**config.mk**
```make
export PLATFORM = sky130hd
export DESIGN_NAME = interval_bound_tightener
export DESIGN_NICKNAME = d
export VERILOG_FILES = /design/src/rtl/core/ibt_pkg.sv /design/src/rtl/core/interval_bound_tightener.sv
export SDC_FILE = /design/constraint.sdc
export NUM_CORES = 2
export LEC_CHECK = 0
export BUFFER_PORTS_ARGS = -buffer_cell sky130_fd_sc_hd__buf_4
export CAP_MARGIN = 0
export CORE_AREA = 10 10 414 497
export DETAILED_ROUTE_END_ITERATION = 6
export DIE_AREA = 0 0 424 507
export GPL_TIMING_DRIVEN = 0
export SLEW_MARGIN = 20
export SYNTH_ARGS = -nofsm -noshare
export SYNTH_HDL_FRONTEND = slang
export SYNTH_SLANG_ARGS = --single-unit
```
**constraint.sdc**
```tcl
create_clock -name clk -period 13.69 [get_ports clk]
set_input_delay 2.0535 -clock clk [delete_from_list [all_inputs] [get_ports clk]]
set_output_delay 2.0535 -clock clk [all_outputs]
set_load 0.02 [all_outputs]
```
**src/rtl/core/ibt_pkg.sv**
```systemverilog
// ibt_pkg: shared types, codes and double compare helpers for the interval
// bound tightener. No dependencies.
package ibt_pkg;

	localparam logic [10:0] EXP_ONE = 11'd1023;
	localparam logic [52:0] MANT_ONE = 53'h10_0000_0000_0000;

	localparam logic [1:0] ST_NOT_FILTERED = 2'd0;
	localparam logic [1:0] ST_NO_CHANGE    = 2'd1;
	localparam logic [1:0] ST_CHANGE       = 2'd2;

	localparam logic [2:0] CMD_EQ = 3'd0;
	localparam logic [2:0] CMD_NE = 3'd1;
	localparam logic [2:0] CMD_GT = 3'd2;
	localparam logic [2:0] CMD_GE = 3'd3;
	localparam logic [2:0] CMD_LT = 3'd4;
	localparam logic [2:0] CMD_LE = 3'd5;

	localparam logic [1:0] KIND_CONT = 2'd0;

	typedef enum logic [2:0] {
		OP_NONE,
		OP_EQ,
		OP_LOWER,
		OP_SLOWER,
		OP_UPPER,
		OP_SUPPER
	} op_t;

	function automatic logic f_nan(input logic [63:0] a);
		f_nan = (a[62:0] > 63'h7FF0_0000_0000_0000);
	endfunction

	// a <= b with ieee rules
	function automatic logic f_le(input logic [63:0] a, input logic [63:0] b);
		logic r;
		r = 1'b0;
		if (f_nan(a) || f_nan(b)) begin
			r = 1'b0;
		end else if (a[62:0] == 63'd0 && b[62:0] == 63'd0) begin
			r = 1'b1;
		end else if (a[63] != b[63]) begin
			r = a[63];
		end else if (!a[63]) begin
			r = (a[62:0] <= b[62:0]);
		end else begin
			r = (a[62:0] >= b[62:0]);
		end
		f_le = r;
	endfunction

	function automatic logic f_eq(input logic [63:0] a, input logic [63:0] b);
		f_eq = !f_nan(a) && !f_nan(b) &&
			((a == b) || (a[62:0] == 63'd0 && b[62:0] == 63'd0));
	endfunction

	function automatic logic [63:0] f_step_up(input logic [63:0] b);
		logic [63:0] r;
		if (f_nan(b) || b == 64'h7FF0_0000_0000_0000) begin
			r = b;
		end else if (b[62:0] == 63'd0) begin
			r = 64'd1;
		end else if (!b[63]) begin
			r = b + 64'd1;
		end else begin
			r = b - 64'd1;
		end
		f_step_up = r;
	endfunction

endpackage

```
**src/rtl/core/interval_bound_tightener.sv**
```systemverilog
// interval_bound_tightener: tightens a variable's double interval from one
// simple relation per item. Depends on ibt_pkg.
// Throughput: one item per cycle while out_ready stays high; each stage holds independently under stall.
// The five stages are decode/align, add, leading zero count, normalise, round/compare.
// Reset (arst_n low, asynchronous) clears all stage valid bits; no other state.
module interval_bound_tightener (
	input  logic        clk,
	input  logic        arst_n,
	input  logic        in_valid,
	output logic        in_ready,
	input  logic [2:0]  cmd,
	input  logic        polarity,
	input  logic        var_on_left,
	input  logic [1:0]  var_kind,
	input  logic [63:0] constant_bits,
	input  logic [63:0] lower_in,
	input  logic [63:0] upper_in,
	output logic        out_valid,
	input  logic        out_ready,
	output logic [1:0]  status,
	output logic [63:0] lower_out,
	output logic [63:0] upper_out,
	output logic        box_empty
);

	logic v_s1, v_s2, v_s3, v_s4, v_s5;
	logic rdy1, rdy2, rdy3, rdy4, rdy5;

	assign rdy5 = !v_s5 || out_ready;
	assign rdy4 = !v_s4 || rdy5;
	assign rdy3 = !v_s3 || rdy4;
	assign rdy2 = !v_s2 || rdy3;
	assign rdy1 = !v_s1 || rdy2;
	assign in_ready = rdy1;

	// decode and align
	ibt_pkg::op_t op_d;
	logic gt_p, ge_p;
	logic [10:0] ea, ea_eff, e_big_d, exp_gap;
	logic [52:0] ma, big_d, small_d;
	logic a_big, sb, clampd;
	logic [5:0] sh;
	logic [112:0] wide;

	always_comb begin
		gt_p = polarity;
		ge_p = polarity;
		if (cmd == ibt_pkg::CMD_LT) ge_p = !polarity;
		if (cmd == ibt_pkg::CMD_LE) gt_p = !polarity;
		case (cmd)
			ibt_pkg::CMD_EQ: op_d = polarity ? ibt_pkg::OP_EQ : ibt_pkg::OP_NONE;
			ibt_pkg::CMD_NE: op_d = polarity ? ibt_pkg::OP_NONE : ibt_pkg::OP_EQ;
			ibt_pkg::CMD_GT, ibt_pkg::CMD_LE: begin
				if (var_on_left) op_d = gt_p ? ibt_pkg::OP_SLOWER : ibt_pkg::OP_UPPER;
				else op_d = gt_p ? ibt_pkg::OP_SUPPER : ibt_pkg::OP_LOWER;
			end
			ibt_pkg::CMD_GE, ibt_pkg::CMD_LT: begin
				if (var_on_left) op_d = ge_p ? ibt_pkg::OP_LOWER : ibt_pkg::OP_SUPPER;
				else op_d = ge_p ? ibt_pkg::OP_UPPER : ibt_pkg::OP_SLOWER;
			end
			default: op_d = ibt_pkg::OP_NONE;
		endcase
		sb = (op_d == ibt_pkg::OP_SUPPER);
		ea = constant_bits[62:52];
		ma = {ea != 11'd0, constant_bits[51:0]};
		ea_eff = (ea == 11'd0) ? 11'd1 : ea;
		a_big = (ea_eff >= ibt_pkg::EXP_ONE);
		big_d = a_big ? ma : ibt_pkg::MANT_ONE;
		small_d = a_big ? ibt_pkg::MANT_ONE : ma;
		e_big_d = a_big ? ea_eff : ibt_pkg::EXP_ONE;
		exp_gap = a_big ? (ea_eff - ibt_pkg::EXP_ONE) : (ibt_pkg::EXP_ONE - ea_eff);
		clampd = (exp_gap > 11'd57);
		sh = clampd ? 6'd57 : exp_gap[5:0];
		wide = {small_d, 3'b000, 57'd0} >> sh;
	end

	ibt_pkg::op_t op_s1, op_s2, op_s3, op_s4;
	logic [1:0] kind_s1, kind_s2, kind_s3, kind_s4;
	logic [63:0] c_s1, c_s2, c_s3, c_s4, lo_s1, lo_s2, lo_s3, lo_s4;
	logic [63:0] hi_s1, hi_s2, hi_s3, hi_s4;
	logic sgn_s1, sgn_s2, sgn_s3, sgn_s4, sub_s1;
	logic [10:0] eb_s1, eb_s2, eb_s3;
	logic [52:0] big_s1;
	logic [55:0] al_s1;
	logic [56:0] sum_s2, sum_s3, sum_s4;
	logic [63:0] step_s2, step_s3, step_s4;
	logic [5:0] lz_s3;
	logic [55:0] nrm_s4;
	logic [11:0] ex_s4;

	always_ff @(posedge clk or negedge arst_n) begin
		if (!arst_n) begin
			v_s1 <= 1'b0;
			v_s2 <= 1'b0;
			v_s3 <= 1'b0;
			v_s4 <= 1'b0;
		end else begin
			if (rdy1) v_s1 <= in_valid;
			if (rdy2) v_s2 <= v_s1;
			if (rdy3) v_s3 <= v_s2;
			if (rdy4) v_s4 <= v_s3;
		end
	end

	logic [63:0] step_d;
	logic [56:0] sum_d;
	logic [5:0] lz_d;
	logic [55:0] nrm_d;
	logic [11:0] ex_d;

	always_comb begin
		if (op_s1 == ibt_pkg::OP_SUPPER)
			step_d = ibt_pkg::f_step_up({!c_s1[63], c_s1[62:0]}) ^ {1'b1, 63'd0};
		else
			step_d = ibt_pkg::f_step_up(c_s1);
		if (sub_s1) sum_d = {1'b0, big_s1, 3'b000} - {1'b0, al_s1};
		else sum_d = {1'b0, big_s1, 3'b000} + {1'b0, al_s1};
	end

	always_comb begin
		lz_d = 6'd56;
		for (int i = 0; i < 56; i++) begin
			if (sum_s2[i]) lz_d = 6'(55 - i);
		end
	end

	// normalise
	always_comb begin
		if (sum_s3[56]) begin
			nrm_d = {sum_s3[56:2], sum_s3[1] | sum_s3[0]};
			ex_d = {1'b0, eb_s3} + 12'd1;
		end else begin
			nrm_d = sum_s3[55:0] << lz_s3;
			ex_d = {1'b0, eb_s3} - {6'd0, lz_s3};
		end
	end

	always_ff @(posedge clk) begin
		if (rdy1 && in_valid) begin
			op_s1 <= op_d;
			kind_s1 <= var_kind;
			c_s1 <= constant_bits;
			lo_s1 <= lower_in;
			hi_s1 <= upper_in;
			sgn_s1 <= a_big ? constant_bits[63] : sb;
			sub_s1 <= constant_bits[63] ^ sb;
			eb_s1 <= e_big_d;
			big_s1 <= big_d;
			al_s1 <= {wide[112:58], wide[57] | (|wide[56:0])};
		end
		if (rdy2 && v_s1) begin
			op_s2 <= op_s1;
			kind_s2 <= kind_s1;
			c_s2 <= c_s1;
			lo_s2 <= lo_s1;
			hi_s2 <= hi_s1;
			sgn_s2 <= sgn_s1;
			eb_s2 <= eb_s1;
			sum_s2 <= sum_d;
			step_s2 <= step_d;
		end
		if (rdy3 && v_s2) begin
			op_s3 <= op_s2;
			kind_s3 <= kind_s2;
			c_s3 <= c_s2;
			lo_s3 <= lo_s2;
			hi_s3 <= hi_s2;
			sgn_s3 <= sgn_s2;
			eb_s3 <= eb_s2;
			sum_s3 <= sum_s2;
			step_s3 <= step_s2;
			lz_s3 <= lz_d;
		end
		if (rdy4 && v_s3) begin
			op_s4 <= op_s3;
			kind_s4 <= kind_s3;
			c_s4 <= c_s3;
			lo_s4 <= lo_s3;
			hi_s4 <= hi_s3;
			sgn_s4 <= sgn_s3;
			sum_s4 <= sum_s3;
			step_s4 <= step_s3;
			nrm_s4 <= nrm_d;
			ex_s4 <= ex_d;
		end
	end

	// round, then compare and tighten
	logic rnd;
	logic [62:0] mag;
	logic [63:0] addr, nb;
	logic [1:0] st_d;
	logic [63:0] lo_d, hi_d;
	logic emp_d;

	always_comb begin
		rnd = nrm_s4[2] && (nrm_s4[1] || nrm_s4[0] || nrm_s4[3]);
		mag = {ex_s4[10:0], nrm_s4[54:3]} + {62'd0, rnd};
		if (c_s4[62:52] == 11'h7FF) addr = c_s4;
		else if (sum_s4 == 57'd0) addr = 64'd0;
		else addr = {sgn_s4, mag};

		if (op_s4 == ibt_pkg::OP_SLOWER || op_s4 == ibt_pkg::OP_SUPPER)
			nb = (kind_s4 == ibt_pkg::KIND_CONT) ? step_s4 : addr;
		else
			nb = c_s4;

		st_d = ibt_pkg::ST_CHANGE;
		lo_d = lo_s4;
		hi_d = hi_s4;
		emp_d = 1'b0;
		case (op_s4)
			ibt_pkg::OP_EQ: begin
				if (ibt_pkg::f_eq(lo_s4, hi_s4) && ibt_pkg::f_eq(lo_s4, nb)) begin
					st_d = ibt_pkg::ST_NO_CHANGE;
				end else if (ibt_pkg::f_le(lo_s4, nb) && ibt_pkg::f_le(nb, hi_s4)) begin
					lo_d = nb;
					hi_d = nb;
				end else begin
					emp_d = 1'b1;
				end
			end
			ibt_pkg::OP_LOWER, ibt_pkg::OP_SLOWER: begin
				if (ibt_pkg::f_le(nb, lo_s4)) st_d = ibt_pkg::ST_NO_CHANGE;
				else if (ibt_pkg::f_le(nb, hi_s4)) lo_d = nb;
				else emp_d = 1'b1;
			end
			ibt_pkg::OP_UPPER, ibt_pkg::OP_SUPPER: begin
				if (ibt_pkg::f_le(hi_s4, nb)) st_d = ibt_pkg::ST_NO_CHANGE;
				else if (ibt_pkg::f_le(lo_s4, nb)) hi_d = nb;
				else emp_d = 1'b1;
			end
			default: st_d = ibt_pkg::ST_NOT_FILTERED;
		endcase
	end

	always_ff @(posedge clk or negedge arst_n) begin
		if (!arst_n) begin
			v_s5 <= 1'b0;
		end else if (rdy5) begin
			v_s5 <= v_s4;
		end
	end

	always_ff @(posedge clk) begin
		if (rdy5 && v_s4) begin
			status <= st_d;
			lower_out <= lo_d;
			upper_out <= hi_d;
			box_empty <= emp_d;
		end
	end

	assign out_valid = v_s5;

`ifndef SYNTH
	a_empty_change: assert property (@(posedge clk) disable iff (!arst_n)
		out_valid && box_empty |-> status == ibt_pkg::ST_CHANGE)
		else $error("empty box without change status");
	a_nf_not_empty: assert property (@(posedge clk) disable iff (!arst_n)
		out_valid && status == ibt_pkg::ST_NOT_FILTERED |-> !box_empty)
		else $error("unfiltered item flagged empty");
	a_status_range: assert property (@(posedge clk) disable iff (!arst_n)
		out_valid |-> status != 2'd3)
		else $error("bad status code");
	a_hold: assert property (@(posedge clk) disable iff (!arst_n)
		out_valid && !out_ready |=> out_valid && $stable(lower_out) && $stable(status))
		else $error("result lost under stall");
	a_ready_idle: assert property (@(posedge clk) disable iff (!arst_n)
		!v_s1 |-> in_ready)
		else $error("input stalled with empty first stage");
`endif

endmodule

```
==> metrics.md <==
| Metric | Value |
|---|---|
| Final worst slack | `2131 ps` |
| CTS clk-pin slew, worst paths | `60 ps` |
| Yosys reg bits | `1506` |
| Routed Antenna Nets | `0` |
| Worst Path Buf+Inv | `10` |
| Cts bufs inserted | `145` |
| Top-area cell type share of the netlist area | `57.95%` |
| Slew headroom | `17.60%` |
| Setup_tns | `0 ps` |
| Critical Path Max Stage Delay | `750 ps` |
| Worst Clk Skew | `60.15 ps` |
| Final critical-path share of the clock period | `84.44%` |
| Number of global-route vias before repair | `57624` |
| Sequential Power Share | `45.4%` |
| Fmax | `86.51 MHz` |
| Total grt overflow | `0` |
| Via/cell ratio | `6.050` |
| CP max FO | `10` |
| Total number of vias | `59511` |
| Setup CP Type | `in2reg` |
| CP top delay family | `buffers and inverters` |
| Synth Instances | `6557` |
| Avg Cell Area, Syn | `11.86 µm²` |
| Design Power | `14.71 mW` |
| DP HPWL | `245200 µm` |
| Share of cells above drive strength 1 | `11.11%` |
| CP max-delay cell | `clkbuf_1` |
| Aggregate global-route resource usage | `28.15%` |
| Total I/O pin count | `336` |
| Final hold viol count | `0` |
| Worst Setup Start Kind | `primary input` |
| Gpl congestion | `1.026` |
| Max H-tree Level | `4` |
| Setup WS pre-CTS | `1926 ps` |
| Syn Std Cell Area | `0.07778 mm²` |
| Commonest cells after routing, fill and taps aside | `edfxtp_1, nand2_1, nor2_1` |
| Least-Margin Pin Slew | `1230 ps` |
| Commonest non-fill, non-tap cell in the layout | `edfxtp_1` |
| Max Root-Sink Buffers | `3` |
| Die height | `507 µm` |
| RSZ-0062 raised after global routing | `false` |
| Most common cell on crit path | `clkbuf_1` |
| Yosys cell types | `96` |
| Worst IR drop on VDD | `130.5 µV` |
| Period minus WS final | `11560 ps` |
| Syn_nets | `7137` |
| P_leak | `32.67 nW` |
| Clock Latency Late Sink | `820 ps` |
| Required time worst endpoint | `14220 ps` |
| Worst Setup End Kind | `flip-flop` |
| Row count | `178` |
| Dpl cells | `9574` |
| Root Buffer | `clkbuf_16` |
| Port buffer count | `335` |
| CTS tree | `yes` |
| Die Wd | `424 µm` |
| Global-route wire length before repair | `435600 µm` |
| Largest net degree at the start of global routing | `61` |
| Logic pwr share | `27.7%` |
| Max-cap violation count | `0` |
| Async S/R FF share, synth | `0.3320%` |
| R2r setup slk | `3870 ps` |
| Net Sw Frac | `34.83%` |
| DR DRC count | `0` |
| Starting Density | `39.78%` |
| Die area | `0.2150 mm²` |
| Net Sw Power | `5.125 mW` |
| Post-synth top area cell | `edfxtp_1` |
| Core box area | `0.1955 mm²` |
| Synth-to-Final Area Change | `15.11%` |
| # Post-CTS Setup Buffers | `0` |
| Iteration-0 DRC Markers | `7216` |
| Synth area leaders | `edfxtp_1, ha_1, nand2_1` |
| Min-delay worst type | `reg2reg` |
| Clock sinks | `1506` |
| Initial antenna violation count | `18` |
| Post-cts resize count | `0` |
| Cell area power density | `164.3 mW/mm²` |
| Cell internal pwr | `9.589 mW` |
| Post-synth top flop | `edfxtp_1` |
| Final Slew Violations | `0` |
| Fillers | `17908` |
| Register area | `0.04520 mm²` |
| Final Setup Violations | `0` |
| Multi-input combinational cell area | `0.03032 mm²` |
| Arrival @ worst endpoint | `12090 ps` |
| Number of synthesized flops with an enable pin | `1501` |
| Finished Layout Cells | `9837` |
| Synthesis Warnings | `0` |
| WL/cell | `31.87 µm` |
| DRT Pass-1 Iters | `7` |
| Hold buffers post-CTS | `0` |
| Status | `finished, final reports clean` |
| Clock Power Share | `26.9%` |
| Nets | `7693` |
| DRT Wirelength | `313500 µm` |
| Sequential area share after synthesis | `58.11%` |
power groups by stage:
| stage | clock [mW] | combinational [mW] | sequential, mW |
|---|---|---|---|
| floorplan | 0 | 2.26 | 6.70 |
| global placement | 0 | 3.84 | 7.06 |
| CTS | 4.05 | 3.99 | 6.67 |
| finish | 3.96 | 4.08 | 6.68 |
| detailed placement | 0 | 3.97 | 6.76 |
| global route | 4.23 | 4.33 | 6.72 |
path summary, 6_finish.rpt:
check                                        from       endpoint  cells past startpoint
min in group asynchronous                  arst_n           v_s4                      1
max in group asynchronous                  arst_n           v_s3                      1
worst min-delay path                    lo_s2[51]      lo_s3[51]                      0
worst max register to register           op_s4[1]  lower_out[17]                     25
worst min register to register          lo_s2[51]      lo_s3[51]                      0
worst max-delay path            constant_bits[58]       al_s1[0]                     26
cell usage after synthesis, types with 111 or more instances:
library cell and instances:
a21o_1 111, o21ai_0 310, clkbuf_1 248, nor2_1 498, nor3_1 126, nand2_1 564, xnor2_1 181, ha_1 373
inv_1 284, nand3_1 111, nor4_1 150, mux2i_1 138, edfxtp_1 1501, a21oi_1 410
per-layer routing:
metal	global-route usage (%)	vias up	part of all wire (%)
li1	-	26313	-
met1	34.41	29169	39
met2	45.68	3192	46
met3	4.982	825	7.1
met4	18.38	12	7.8
met5	0	-	0.026
cell type report:
class	instances	share of cell area [%]
Sequential cell	1506	50.48
Inverter	287	1.206
Tap cell	2610	3.647
Clock inverter	92	1.118
Multi-Input combinational cell	4437	33.87
Timing Repair Buffer	409	4.071
Antenna cell	6	0.01677
Clock buffer	163	4.152
Buffer	327	1.441
through the flow:
| step | hold slack (ps) | instance area (µm²) | utilization [%] |
|---|---|---|---|
| 6_report | 371.2 | 89530 | 45.79 |
| 5_1_grt | 383.7 | 89520 | 45.78 |
| 4_1_cts | 374.8 | 89490 | 45.76 |
| 3_5_place_dp | 404.5 | 84770 | 43.35 |
| 3_3_place_gp | 401.0 | 83560 | 42.73 |
| 2_1_floorplan | 400.3 | 77780 | - |
kinds of logic after synthesis:
family	count (synthesis)	share of synthesized area (%)
other cells	1	0.004821
compound gates	1725	15.11
simple gates	1901	11.72
xor+xnor	227	2.556
buf+inv	614	3.043
fa+ha+maj	377	6.103
mux	206	3.354
flops	1506	58.11
Note: power is estimated with default switching activity, not from simulation.
